<file path="src/rtl/core/vvc_access_unit_splitter_core_defines.svh">
// Assertion macros used by the back end of the access unit splitter RTL.
`ifndef VVC_ACCESS_UNIT_SPLITTER_CORE_DEFINES_SVH
`define VVC_ACCESS_UNIT_SPLITTER_CORE_DEFINES_SVH

// Same-cycle implication, sampled on clk and disabled while rst_n is low.
`define VAUS_ASSERT_SAME(lbl, ante, cons) \
  lbl: assert property (@(posedge clk) disable iff (!rst_n) (ante) |-> (cons)) \
    else $error("vvc_aus: same-cycle check failed");

// Next-cycle implication, sampled on clk and disabled while rst_n is low.
`define VAUS_ASSERT_NEXT(lbl, ante, cons) \
  lbl: assert property (@(posedge clk) disable iff (!rst_n) (ante) |=> (cons)) \
    else $error("vvc_aus: next-cycle check failed");

`endif

</file>
<file path="src/rtl/core/vvc_aus_pkg.sv">
// Package with the types, codes and constants of the access unit splitter.
`default_nettype none
package vvc_aus_pkg;

  typedef enum logic [1:0] {
    OP_NAL     = 2'd0,
    OP_FLUSH   = 2'd1,
    OP_RESET   = 2'd2,
    OP_UNKNOWN = 2'd3
  } op_code_t;

  typedef enum logic [2:0] {
    ITEM_IGNORE,
    ITEM_FORBID,
    ITEM_NAL,
    ITEM_FLUSH,
    ITEM_RESET
  } item_kind_t;

  // NAL type classes as seen by the boundary logic.
  typedef enum logic [2:0] {
    NCLS_SLICE,
    NCLS_NEW_IF_SLICE,
    NCLS_NEW,
    NCLS_SUFFIX,
    NCLS_MAYBE
  } nal_class_t;

  typedef enum logic [1:0] {
    ACT_NONE    = 2'd0,
    ACT_EMIT    = 2'd1,
    ACT_DISCARD = 2'd2
  } unit_action_t;

  typedef enum logic [1:0] {
    ROUTE_DROP   = 2'd0,
    ROUTE_APPEND = 2'd1,
    ROUTE_HELD   = 2'd2
  } nal_route_t;

  // NAL unit type codes.
  localparam logic [4:0] NUT_VCL_LAST   = 5'd11;
  localparam logic [4:0] NUT_OPI        = 5'd12;
  localparam logic [4:0] NUT_SPS        = 5'd15;
  localparam logic [4:0] NUT_PPS        = 5'd16;
  localparam logic [4:0] NUT_SUFFIX_APS = 5'd18;
  localparam logic [4:0] NUT_PH         = 5'd19;
  localparam logic [4:0] NUT_AUD        = 5'd20;
  localparam logic [4:0] NUT_EOS        = 5'd21;
  localparam logic [4:0] NUT_EOB        = 5'd22;
  localparam logic [4:0] NUT_SUFFIX_SEI = 5'd24;

  // Header bit positions.
  localparam int FORBIDDEN_BIT   = 7;
  localparam int PH_IN_SLICE_BIT = 7;

  // Temporal id at or above which a unit carries the B mark.
  localparam logic signed [3:0] TID_B_MIN = 4'sd2;

  typedef struct packed {
    item_kind_t        kind;
    nal_class_t        ncls;
    logic              is_sps;
    logic              is_pps;
    logic              ph_in_slice;
    logic [5:0]        layer;
    logic signed [3:0] tid;
  } item_cls_t;

  typedef struct packed {
    unit_action_t unit_action;
    logic         unit_p_mark;
    logic         unit_b_mark;
    logic         pending_merged;
    nal_route_t   nal_route;
    logic         nal_is_slice;
  } result_t;

endpackage
`default_nettype wire

</file>
<file path="src/rtl/core/vvc_aus_ifs.sv">
// Valid/ready channel interfaces for NAL items and splitter results.
`default_nettype none
interface vvc_aus_in_if;
  logic       valid;
  logic       ready;
  logic [1:0] operation;
  logic       too_short;
  logic [7:0] header_byte0;
  logic [7:0] header_byte1;
  logic [7:0] slice_byte0;

  modport source (output valid, operation, too_short, header_byte0, header_byte1,
                  slice_byte0, input ready);
  modport sink (input valid, operation, too_short, header_byte0, header_byte1,
                slice_byte0, output ready);
endinterface

interface vvc_aus_out_if;
  logic       valid;
  logic       ready;
  logic [1:0] unit_action;
  logic       unit_p_mark;
  logic       unit_b_mark;
  logic       pending_merged;
  logic [1:0] nal_route;
  logic       nal_is_slice;

  modport source (output valid, unit_action, unit_p_mark, unit_b_mark, pending_merged,
                  nal_route, nal_is_slice, input ready);
  modport sink (input valid, unit_action, unit_p_mark, unit_b_mark, pending_merged,
                nal_route, nal_is_slice, output ready);
endinterface
`default_nettype wire

</file>
<file path="src/rtl/core/vvc_aus_front.sv">
// Front end: accepts NAL transactions and classifies their headers.
`default_nettype none
module vvc_aus_front (
  vvc_aus_in_if.sink             in_chan,
  input  logic                   full_i,
  output logic                   push_o,
  output vvc_aus_pkg::item_cls_t cls_o
);
  import vvc_aus_pkg::*;

  logic [4:0] nal_type;

  assign in_chan.ready = !full_i;
  assign push_o        = in_chan.valid && !full_i;
  assign nal_type      = in_chan.header_byte1[7:3];

  always_comb begin
    cls_o             = '0;
    cls_o.layer       = in_chan.header_byte0[5:0];
    cls_o.tid         = $signed({1'b0, in_chan.header_byte1[2:0]}) - 4'sd1;
    cls_o.ph_in_slice = in_chan.slice_byte0[PH_IN_SLICE_BIT];
    cls_o.is_sps      = (nal_type == NUT_SPS);
    cls_o.is_pps      = (nal_type == NUT_PPS);

    if (nal_type <= NUT_VCL_LAST) begin
      cls_o.ncls = NCLS_SLICE;
    end else if ((nal_type >= NUT_OPI && nal_type <= NUT_PPS) ||
                 nal_type == NUT_PH || nal_type == NUT_AUD) begin
      cls_o.ncls = NCLS_NEW_IF_SLICE;
    end else if (nal_type == NUT_EOS || nal_type == NUT_EOB) begin
      cls_o.ncls = NCLS_NEW;
    end else if (nal_type == NUT_SUFFIX_APS || nal_type == NUT_SUFFIX_SEI) begin
      cls_o.ncls = NCLS_SUFFIX;
    end else begin
      cls_o.ncls = NCLS_MAYBE;
    end

    case (op_code_t'(in_chan.operation))
      OP_NAL: begin
        if (in_chan.too_short) begin
          cls_o.kind = ITEM_IGNORE;
        end else if (in_chan.header_byte0[FORBIDDEN_BIT]) begin
          cls_o.kind = ITEM_FORBID;
        end else begin
          cls_o.kind = ITEM_NAL;
        end
      end
      OP_FLUSH: cls_o.kind = ITEM_FLUSH;
      OP_RESET: cls_o.kind = ITEM_RESET;
      default:  cls_o.kind = ITEM_IGNORE;
    endcase
  end

endmodule
`default_nettype wire

</file>
<file path="src/rtl/core/vvc_aus_queue.sv">
// Two-entry queue of classified items between front and back end.
`default_nettype none
module vvc_aus_queue (
  input  logic                   clk,
  input  logic                   rst_n,
  input  logic                   push_i,
  input  vvc_aus_pkg::item_cls_t data_i,
  output logic                   full_o,
  input  logic                   pop_i,
  output logic                   valid_o,
  output vvc_aus_pkg::item_cls_t data_o
);
  import vvc_aus_pkg::*;

  item_cls_t  entry_r [2];
  logic       wr_ptr_r, wr_ptr_nxt;
  logic       rd_ptr_r, rd_ptr_nxt;
  logic [1:0] count_r, count_nxt;

  assign full_o  = (count_r == 2'd2);
  assign valid_o = (count_r != 2'd0);
  assign data_o  = entry_r[rd_ptr_r];

  always_comb begin
    wr_ptr_nxt = wr_ptr_r ^ push_i;
    rd_ptr_nxt = rd_ptr_r ^ pop_i;
    count_nxt  = count_r + {1'b0, push_i} - {1'b0, pop_i};
  end

  always_ff @(posedge clk) begin
    if (!rst_n) begin
      wr_ptr_r <= 1'b0;
      rd_ptr_r <= 1'b0;
      count_r  <= 2'd0;
    end else begin
      wr_ptr_r <= wr_ptr_nxt;
      rd_ptr_r <= rd_ptr_nxt;
      count_r  <= count_nxt;
    end
  end

  always_ff @(posedge clk) begin
    if (push_i) begin
      entry_r[wr_ptr_r] <= data_i;
    end
  end

endmodule
`default_nettype wire

</file>
<file path="src/rtl/core/vvc_aus_back.sv">
// Back end: stream state, access unit decisions and the result register.
`default_nettype none
`include "vvc_access_unit_splitter_core_defines.svh"
module vvc_aus_back (
  input  logic                   clk,
  input  logic                   rst_n,
  input  logic                   q_valid_i,
  input  vvc_aus_pkg::item_cls_t q_data_i,
  output logic                   pop_o,
  vvc_aus_out_if.source          out_chan
);
  import vvc_aus_pkg::*;

  logic              slice_in_pic_r, slice_in_pic_nxt;
  logic              seen_sps_r, seen_sps_nxt;
  logic              seen_pps_r, seen_pps_nxt;
  logic              stream_ready_r, stream_ready_nxt;
  logic signed [3:0] last_tid_r, last_tid_nxt;
  logic              base_valid_r, base_valid_nxt;
  logic [5:0]        base_layer_r, base_layer_nxt;
  logic              unit_open_r, unit_open_nxt;
  logic              head_slice_r, head_slice_nxt;
  logic              pending_r, pending_nxt;
  logic              out_valid_r, out_valid_nxt;
  result_t           result_r, res;

  logic is_new, first_slice, maybe_new, ready_now;

  assign pop_o = q_valid_i && (!out_valid_r || out_chan.ready);

  always_comb begin
    slice_in_pic_nxt = slice_in_pic_r;
    seen_sps_nxt     = seen_sps_r;
    seen_pps_nxt     = seen_pps_r;
    stream_ready_nxt = stream_ready_r;
    last_tid_nxt     = last_tid_r;
    base_valid_nxt   = base_valid_r;
    base_layer_nxt   = base_layer_r;
    unit_open_nxt    = unit_open_r;
    head_slice_nxt   = head_slice_r;
    pending_nxt      = pending_r;
    res              = result_t'('0);
    is_new           = 1'b0;
    first_slice      = 1'b0;
    maybe_new        = 1'b0;
    ready_now        = stream_ready_r;

    if (pop_o) begin
      case (q_data_i.kind)
        ITEM_FLUSH, ITEM_RESET: begin
          // Held units join first; if nothing was open they open a non-slice unit.
          res.pending_merged = pending_r;
          if (unit_open_r || pending_r) begin
            if (q_data_i.kind == ITEM_FLUSH && stream_ready_r) begin
              res.unit_action = ACT_EMIT;
              res.unit_p_mark = unit_open_r && head_slice_r;
            end else begin
              res.unit_action = ACT_DISCARD;
            end
          end
          unit_open_nxt  = 1'b0;
          head_slice_nxt = 1'b0;
          pending_nxt    = 1'b0;
          if (q_data_i.kind == ITEM_RESET) begin
            stream_ready_nxt = 1'b0;
            slice_in_pic_nxt = 1'b0;
            last_tid_nxt     = '0;
            seen_pps_nxt     = 1'b0;
            seen_sps_nxt     = 1'b0;
          end
        end
        ITEM_FORBID: begin
          if (unit_open_r) begin
            res.unit_action = ACT_DISCARD;
          end
          unit_open_nxt  = 1'b0;
          head_slice_nxt = 1'b0;
        end
        ITEM_NAL: begin
          case (q_data_i.ncls)
            NCLS_SLICE: begin
              res.nal_is_slice = 1'b1;
              first_slice      = q_data_i.ph_in_slice || !slice_in_pic_r;
              is_new           = slice_in_pic_r && first_slice;
              slice_in_pic_nxt = 1'b1;
            end
            NCLS_NEW_IF_SLICE: is_new    = slice_in_pic_r;
            NCLS_NEW:          is_new    = 1'b1;
            NCLS_SUFFIX:       is_new    = 1'b0;
            NCLS_MAYBE:        maybe_new = slice_in_pic_r;
            default:           is_new    = 1'b0;
          endcase

          seen_pps_nxt = seen_pps_r || q_data_i.is_pps;
          seen_sps_nxt = seen_sps_r || q_data_i.is_sps;

          if (is_new) begin
            ready_now        = stream_ready_r || (seen_pps_nxt && seen_sps_nxt);
            stream_ready_nxt = ready_now;
            if (unit_open_r) begin
              if (!base_valid_r || q_data_i.layer < base_layer_r) begin
                base_valid_nxt = 1'b1;
                base_layer_nxt = q_data_i.layer;
              end
              if (ready_now) begin
                res.unit_action = ACT_EMIT;
                res.unit_p_mark = head_slice_r || (last_tid_r < TID_B_MIN);
                res.unit_b_mark = (last_tid_r >= TID_B_MIN);
              end else begin
                res.unit_action = ACT_DISCARD;
              end
            end
            unit_open_nxt    = 1'b0;
            head_slice_nxt   = 1'b0;
            slice_in_pic_nxt = first_slice;
          end

          last_tid_nxt = q_data_i.tid;

          if (maybe_new) begin
            pending_nxt   = 1'b1;
            res.nal_route = ROUTE_HELD;
          end else begin
            res.pending_merged = pending_r;
            pending_nxt        = 1'b0;
            if (!unit_open_nxt) begin
              unit_open_nxt  = 1'b1;
              head_slice_nxt = !pending_r && res.nal_is_slice;
            end
            res.nal_route = ROUTE_APPEND;
          end
        end
        default: ;
      endcase
    end

    out_valid_nxt = pop_o || (out_valid_r && !out_chan.ready);
  end

  always_ff @(posedge clk) begin
    if (!rst_n) begin
      slice_in_pic_r <= 1'b0;
      seen_sps_r     <= 1'b0;
      seen_pps_r     <= 1'b0;
      stream_ready_r <= 1'b0;
      last_tid_r     <= '0;
      base_valid_r   <= 1'b0;
      unit_open_r    <= 1'b0;
      head_slice_r   <= 1'b0;
      pending_r      <= 1'b0;
      out_valid_r    <= 1'b0;
    end else begin
      slice_in_pic_r <= slice_in_pic_nxt;
      seen_sps_r     <= seen_sps_nxt;
      seen_pps_r     <= seen_pps_nxt;
      stream_ready_r <= stream_ready_nxt;
      last_tid_r     <= last_tid_nxt;
      base_valid_r   <= base_valid_nxt;
      unit_open_r    <= unit_open_nxt;
      head_slice_r   <= head_slice_nxt;
      pending_r      <= pending_nxt;
      out_valid_r    <= out_valid_nxt;
    end
  end

  always_ff @(posedge clk) begin
    base_layer_r <= base_layer_nxt;
    if (pop_o) begin
      result_r <= res;
    end
  end

  assign out_chan.valid          = out_valid_r;
  assign out_chan.unit_action    = result_r.unit_action;
  assign out_chan.unit_p_mark    = result_r.unit_p_mark;
  assign out_chan.unit_b_mark    = result_r.unit_b_mark;
  assign out_chan.pending_merged = result_r.pending_merged;
  assign out_chan.nal_route      = result_r.nal_route;
  assign out_chan.nal_is_slice   = result_r.nal_is_slice;

  `VAUS_ASSERT_SAME(a_head_needs_open, head_slice_r, unit_open_r)
  `VAUS_ASSERT_SAME(a_merge_needs_pending, pop_o && res.pending_merged, pending_r)
  `VAUS_ASSERT_NEXT(a_held_sets_pending, pop_o && res.nal_route == ROUTE_HELD, pending_r)
  `VAUS_ASSERT_NEXT(a_append_opens_unit, pop_o && res.nal_route == ROUTE_APPEND, unit_open_r)
  `VAUS_ASSERT_NEXT(a_emit_needs_ready, pop_o && res.unit_action == ACT_EMIT, stream_ready_r)

endmodule
`default_nettype wire

</file>
<file path="src/rtl/core/vvc_access_unit_splitter_core.sv">
// Data path: each transaction is registered in the queue, then in the result register.
// Throughput: one NAL transaction per cycle while out_chan.ready is high, set by the
// state update in the back end; a two-entry queue and a result register decouple
// the two sides. Reset: synchronous on rst_n low; it empties the queue and the result
// register, returns the stream state to its initial values and marks the base layer invalid.
`default_nettype none
module vvc_access_unit_splitter_core (
  input  logic          clk,
  input  logic          rst_n,
  vvc_aus_in_if.sink    in_chan,
  vvc_aus_out_if.source out_chan
);
  import vvc_aus_pkg::*;

  // Classified item from the front end, pushed into the queue.
  item_cls_t front_cls;
  logic      front_push;
  logic      queue_full;

  // Head of the queue as seen by the back end.
  item_cls_t queue_head;
  logic      queue_valid;
  logic      back_pop;

  // The front end decodes the operation and NAL header of each transaction
  // into an item kind and a NAL type class. It holds no state.
  vvc_aus_front u_front (
    .in_chan (in_chan),
    .full_i  (queue_full),
    .push_o  (front_push),
    .cls_o   (front_cls)
  );

  // The queue lets the front keep accepting while the back end waits on a
  // stalled result channel.
  vvc_aus_queue u_queue (
    .clk     (clk),
    .rst_n   (rst_n),
    .push_i  (front_push),
    .data_i  (front_cls),
    .full_o  (queue_full),
    .pop_i   (back_pop),
    .valid_o (queue_valid),
    .data_o  (queue_head)
  );

  // The back end keeps the picture and parameter set tracking, decides
  // whether the open access unit is emitted or discarded, and registers
  // one result transaction per item.
  vvc_aus_back u_back (
    .clk       (clk),
    .rst_n     (rst_n),
    .q_valid_i (queue_valid),
    .q_data_i  (queue_head),
    .pop_o     (back_pop),
    .out_chan  (out_chan)
  );

endmodule
`default_nettype wire

</file>
<file path="src/flat_wrapper.sv">
// flat-port wrapper written by rule: the top's interface ports become plain ports
module vvc_access_unit_splitter_core_flat import vvc_aus_pkg::*;
  (clk, rst_n, in_chan_valid, in_chan_operation, in_chan_too_short, in_chan_header_byte0, in_chan_header_byte1, in_chan_slice_byte0, in_chan_ready, out_chan_valid, out_chan_unit_action, out_chan_unit_p_mark, out_chan_unit_b_mark, out_chan_pending_merged, out_chan_nal_route, out_chan_nal_is_slice, out_chan_ready);
  vvc_aus_in_if in_chan_i ();
  vvc_aus_out_if out_chan_i ();
  input  logic clk;
  input  logic rst_n;
  input wire logic [$bits(in_chan_i.valid)-1:0] in_chan_valid;
  input wire logic [$bits(in_chan_i.operation)-1:0] in_chan_operation;
  input wire logic [$bits(in_chan_i.too_short)-1:0] in_chan_too_short;
  input wire logic [$bits(in_chan_i.header_byte0)-1:0] in_chan_header_byte0;
  input wire logic [$bits(in_chan_i.header_byte1)-1:0] in_chan_header_byte1;
  input wire logic [$bits(in_chan_i.slice_byte0)-1:0] in_chan_slice_byte0;
  output wire logic [$bits(in_chan_i.ready)-1:0] in_chan_ready;
  output wire logic [$bits(out_chan_i.valid)-1:0] out_chan_valid;
  output wire logic [$bits(out_chan_i.unit_action)-1:0] out_chan_unit_action;
  output wire logic [$bits(out_chan_i.unit_p_mark)-1:0] out_chan_unit_p_mark;
  output wire logic [$bits(out_chan_i.unit_b_mark)-1:0] out_chan_unit_b_mark;
  output wire logic [$bits(out_chan_i.pending_merged)-1:0] out_chan_pending_merged;
  output wire logic [$bits(out_chan_i.nal_route)-1:0] out_chan_nal_route;
  output wire logic [$bits(out_chan_i.nal_is_slice)-1:0] out_chan_nal_is_slice;
  input wire logic [$bits(out_chan_i.ready)-1:0] out_chan_ready;
  assign in_chan_i.valid = in_chan_valid;
  assign in_chan_i.operation = in_chan_operation;
  assign in_chan_i.too_short = in_chan_too_short;
  assign in_chan_i.header_byte0 = in_chan_header_byte0;
  assign in_chan_i.header_byte1 = in_chan_header_byte1;
  assign in_chan_i.slice_byte0 = in_chan_slice_byte0;
  assign in_chan_ready = in_chan_i.ready;
  assign out_chan_valid = out_chan_i.valid;
  assign out_chan_unit_action = out_chan_i.unit_action;
  assign out_chan_unit_p_mark = out_chan_i.unit_p_mark;
  assign out_chan_unit_b_mark = out_chan_i.unit_b_mark;
  assign out_chan_pending_merged = out_chan_i.pending_merged;
  assign out_chan_nal_route = out_chan_i.nal_route;
  assign out_chan_nal_is_slice = out_chan_i.nal_is_slice;
  assign out_chan_i.ready = out_chan_ready;
  vvc_access_unit_splitter_core u_core (.clk(clk), .rst_n(rst_n), .in_chan(in_chan_i), .out_chan(out_chan_i));
endmodule
</file>
<file path="config.mk">
export PLATFORM = sky130hd
export DESIGN_NAME = vvc_access_unit_splitter_core_flat
export DESIGN_NICKNAME = d
export VERILOG_FILES = /design/src/rtl/core/vvc_aus_pkg.sv /design/src/rtl/core/vvc_aus_ifs.sv /design/src/rtl/core/vvc_aus_front.sv /design/src/rtl/core/vvc_aus_queue.sv /design/src/rtl/core/vvc_aus_back.sv /design/src/rtl/core/vvc_access_unit_splitter_core.sv /design/src/flat_wrapper.sv
export VERILOG_INCLUDE_DIRS = /design/src /design/src/rtl/core
export SDC_FILE = /design/constraint.sdc
export NUM_CORES = 1
export LEC_CHECK = 0
export BUFFER_PORTS_ARGS = -buffer_cell sky130_fd_sc_hd__buf_4
export CAP_MARGIN = 0
export CORE_MARGIN = 3
export CORE_UTILIZATION = 35
export CTS_CLUSTER_SIZE = 16
export DETAILED_ROUTE_END_ITERATION = 16
export GPL_TIMING_DRIVEN = 0
export HOLD_SLACK_MARGIN = 0.06
export PLACE_DENSITY = 0.58
export SLEW_MARGIN = 20
export SYNTH_ARGS = -nofsm -noshare
export SYNTH_HDL_FRONTEND = slang
export SYNTH_SLANG_ARGS = --single-unit
</file>
<file path="constraint.sdc">
create_clock -name clk -period 5.69 [get_ports clk]
set_input_delay 1.4225 -clock clk [delete_from_list [all_inputs] [get_ports clk]]
set_output_delay 1.4225 -clock clk [all_outputs]
set_load 0.02 [all_outputs]
</file>
After elaboration in Yosys (flattened, before gate mapping). Memories as Yosys holds them, arrays and structs flattened. A register that Yosys moved wholly into a read port is not among the register bits. Index checks and enable logic that the tools add are counted.

Register bits: 24. RAM bits: 38. Input bits: 31. Output and inout bits: 10. Logic and storage cells: 143. Memories: 1.

Add/sub/neg operators: 3. Order comparisons: 5. Equal/unequal tests: 21. Multiplexer cells: 54. Bitwise operators: 2. Reduce and logical (&&, ||, !) cells: 39.

Memories: u_core.u_queue.entry_r (depth 2, width 19, read ports 1, clocked after memory_dff 1, write ports 1, RTL line vvc_aus_queue.sv:15) `item_cls_t entry_r [2];`.

Operator list (number): $eq 5x5->1 const B (7); $mux 1 (26); $pmux 1 s2 (9); $mux 3 (5); $mux 2 (7); $logic_or 1x1->1 (12); $mux 4 (3); $reduce_and 4->1 (3); $eq 3x2->1 const B (3); $logic_and 1x1->1 (9); $pmux 3 s3 (1); $pmux 4 s2 (1); $eq 3x1->1 const B (2); $eq 3x3->1 const B (2); $pmux 2 s3 (1); $reduce_bool 2->1 (3); $eq 5x4->1 const B (1); $ge 5x4->1 const B (1); $le 5x4->1 const B (1); $le 5x5->1 const B (1); $logic_not 1->1 (5); $eq 2x2->1 const B (2); $ge 4x3->1 const B (1); $lt 4x3->1 const B (1); other kinds (14) (17).

Depth between registers and ports, before layout.
Word-level depth: 12. Mapped depth: 8. Depth with buffers taken out: 8.

By module. Synthesis repeated with hierarchy kept, for this count alone.

Cell total of the unflattened synthesis: 229. Area total of the unflattened synthesis: 2967.8 um^2.

By module, submodules not included: vvc_aus_queue (times used 1, cells an instance 80, area each 1660.3 um^2, sequential area each 1241.2 um^2); vvc_aus_back (times used 1, cells an instance 109, area each 1031.0 um^2, sequential area each 460.4 um^2); vvc_aus_front (times used 1, cells an instance 40, area each 276.5 um^2, sequential area each 0.0 um^2).

Least setup slack after synthesis. OpenSTA, ideal clock, no wires.

Path kind: input -> register. Start point: input out_chan_ready. End point: register u_core.u_back.stream_ready_r. Setup time: 75 ps. Arrival time: 2841 ps. Required time: 5615 ps. Setup slack: 2774 ps. Cell stages on the path: 5. Buffers on the path: 0. Cells stage by stage: nor2b_1 nor2_2 o2111ai_1 or4b_1 o22ai_1.

Word-level cells in the longest chain between the ends: 3.

RTL lines: start: declaration (RTL line flat_wrapper.sv:22) `input wire logic [$bits(out_chan_i.ready)-1:0] out_chan_ready;`; $logic_or 1x1->1 (RTL line vvc_aus_back.sv:29) `assign pop_o = q_valid_i && (!out_valid_r || out_chan.ready);`; $logic_and 1x1->1 (RTL line vvc_aus_back.sv:29); via u_core.back_pop (RTL line vvc_access_unit_splitter_core.sv:23) `logic back_pop;`; $reduce_and 4->1 (no line); end signal: assignment (RTL line vvc_aus_back.sv:156) `stream_ready_r <= stream_ready_nxt;`; end: declaration (RTL line vvc_aus_back.sv:17) `logic stream_ready_r, stream_ready_nxt;`.

The timed path passes the listed nets, and every way through them passes these cells. A chain may end at the register's enable or synchronous reset.

Final worst setup path. Ends and elaborated chain as after synthesis.

==> reports/qor.yml <==
pwr:
  p_switching_mw: 0.366
  peakVddDrop_v: 0.000216
  p_sw_frac: 0.336
  power_density_nw_per_um2: 400
  cellInternalPower_mw: 0.722
  pwr-share-seq: 0.445
  p_comb_frac: 0.366
  p_leak_nw: 1.01
  power_frac_clock: 0.189
  total_power_mw: 1.09
clock_network:
  htreeDepth: 2
  cts_made_buffers: 5
  cts_tree: "done"
  cts_hold_buf: 0
  clock_sinks: 48
  clockBufferDepth: 2
  cts-root-buf: "clkbuf_8"
  clk_latency_ps: 300
  cts_resized: 0
  clk_pin_slew_ps: 80
  post_cts_buffers: 0
routing:
  drt_wl_total_mm: 4.12
  routedWlPerCell_um: 13.1
  num_vias: 1576
  vias_per_cell: 5.02
  drt_iter0_drc: 89
  drtAntennaViolNets: 0
  drc: 0
  drtPass1Iterations: 4
global_route:
  grt_pass1_vias: 1521
  grt_pass1_wl_mm: 7.11
  overflow: 0
  antenna_found_initial: 0
  grt_max_degree: 17
  track_usage: 0.119
floorplanning:
  placementRows: 29
  dieHeight_um: 87.6
  fp.coreArea_sq_um: 6390
  dieArea_sq_um: 7680
  num_io_pins: 41
  die_w_um: 87.6
  start_util: 0.365
synth:
  syn_avg_cell_area_sq_um: 11.5
  synth_area_leaders: "edfxtp_1 (41%), dfxtp_1 (14%), nor2_1 (2.9%), ha_1 (2.7%), mux2i_1 (2.6%)"
  ys_ff_latch: 48
  synthesis.area_sq_um: 2330
  synth_cell_types: 57
  synthFlopType: "edfxtp_1"
  ys_seq_area_frac: 0.549
  async_flop_share: 0
  syn-num-nets: 239
  synth-edff-count: 32
  netlist.area_leader.share: 0.412
  synth_top_area_cell: "edfxtp_1"
  synthesis.instances: 203
  ys_warn_count: 0
job:
  drv_cap: 0
sta:
  setup_slack_ps: 2630
  finalSetupTns_ps: 0
  rsz0062_at_grt: "false"
  hold_violations: 0
  drv_slew: 0
  final.period_utilization: 0.538
  fmax_mhz: 327
  maxSlewHeadroom: 0.488
  fin_skew_ps: 8.91
  worst_pin_slew_ps: 767
  holdWs_ps: 457
  setup_viol: 0
  fin_crit_ps: 3060
worst_setup_path:
  crit_arrival_ps: 3280
  path_max_fanout: 16
  critPathLaunchType: "primary input"
  crit_type: "primary input to flip-flop"
  end_kind: "flip-flop"
  critPathRequiredTime_ps: 5910
placed_design:
  dp_cells: 306
  place_congestion: 0.777
  numPortBuffers: 26
  dp_slack_ps: 2310
  placed_area_sq_um: 2620
  place_hpwl_mm: 3.06
layout:
  instances_no_fill: 314
  seq_area_sq_um: 1280
  nNetsFinal: 272
  utilization: 0.425
  multiInputGateArea_sq_um: 971
  n_antenna_cell: 0
  fillCellCount: 624
  final_area_sq_um: 2720
  area_delta_synth_final_pct: 16.5
  drive_gt1_frac: 0.232
hold_path:
  hp-class: "flip-flop to flip-flop"
outcome:
  status: "finished clean"
critical path, stage by stage:
cell	delay, ps
buf_4	80
nor2b_1	50
nor2_2	610
o2111ai_1	420
or4b_1	560
o22ai_1	150
cell usage in the layout, fill, tap and decap left out, drive strengths merged, types with 2 or more instances in the layout:
cell,Yosys,final
edfxtp,32,32
buf,3,29
nor2,19,19
nand2,16,16
dfxtp,16,16
inv,12,13
a21oi,11,11
o21ai,10,10
clkbuf,2,9
mux2i,8,8
nor3,7,7
ha,5,5
or3,5,5
nor3b,4,4
nor2b,4,4
xor2,3,3
xnor2,3,3
mux2,3,3
and2,2,2
a211oi,2,2
o21bai,2,2
nor4b,2,2
nand2b,2,2
a31oi,2,2
nand4,2,2
a22oi,2,2
and3b,2,2
o31a,2,2
or4b,2,2
cell usage after synthesis (2+ instances only):
library cell  number
a31oi_1            2
clkbuf_1           2
a211oi_1           2
mux2i_4            2
a21oi_1           11
dfxtp_1           16
nor4b_1            2
nand2b_1           2
nand4_1            2
mux2_2             2
a22oi_1            2
ha_1               5
xor2_1             3
nor2b_1            4
xnor2_1            3
edfxtp_1          32
nor3b_1            4
nor2_1            18
buf_6              2
mux2i_1            6
o21ai_0            9
inv_1             12
or3_1              4
nor3_1             6
and2_1             2
o21bai_1           2
nand2_1           16
state kept, by name, indices dropped and copies added (netlist names), named ones only:
name,flops
u_core.u_queue.entry_r,24
u_core.u_back.last_tid_r,3
u_core.u_back.out_chan.nal_route,2
u_core.u_back.out_chan.unit_action,2
u_core.u_queue.count_r,2
u_core.u_back.head_slice_r,1
u_core.u_back.out_chan.nal_is_slice,1
u_core.u_back.out_chan.pending_merged,1
u_core.u_back.out_chan.unit_b_mark,1
u_core.u_back.out_chan.unit_p_mark,1
u_core.u_back.out_chan.valid,1
u_core.u_back.pending_r,1
u_core.u_back.seen_pps_r,1
u_core.u_back.seen_sps_r,1
u_core.u_back.slice_in_pic_r,1
u_core.u_back.stream_ready_r,1
u_core.u_back.unit_open_r,1
u_core.u_queue.rd_ptr_r,1
u_core.u_queue.wr_ptr_r,1
path summary, 6_finish.rpt:
kind	start	endpoint	slack, ps	cells past startpoint
max	out_chan_ready	u_core.u_back.stream_ready_r	2630	6
min	u_core.u_back.seen_sps_r	u_core.u_back.seen_sps_r	460	2
max reg2reg	u_core.u_back.out_chan.valid	u_core.u_back.stream_ready_r	3420	5
min reg2reg	u_core.u_back.seen_sps_r	u_core.u_back.seen_sps_r	460	2
final cells by class:
class,count,share of cell area
Buffer,5,0.0129
Clock buffer,7,0.0318
Clock inverter,1,0.00230
Inverter,12,0.0166
Multi-Input combinational cell,138,0.357
Sequential cell,48,0.472
Tap cell,77,0.0355
Timing Repair Buffer,26,0.0719
cells by family after synthesis:
group / synth area share
muxes: 0.0612
and+or+nand+nor: 0.172
AOI/OAI and AO/OA: 0.134
adders and majority gates: 0.0268
buffers and inverters: 0.0343
xor gates and xnor gates: 0.0225
DFF: 0.549
layer usage:
metal	track usage	share of wire	wire (um)
met1	0.152	0.48	1960
met2	0.191	0.47	1930
met3	0.0339	0.043	176
met4	0.0418	0.014	57
met5	0	0	0
power by group through the flow:
stage	combinational, mW	sequential [mW]	clock (mW)
after floorplan	0.266	0.515	0
after global placement	0.400	0.492	0
after detailed placement	0.402	0.493	0
after CTS	0.404	0.485	0.215
after global routing	0.439	0.492	0.230
final	0.398	0.484	0.205
No activity file was read; power rests on OpenSTA's default activity.
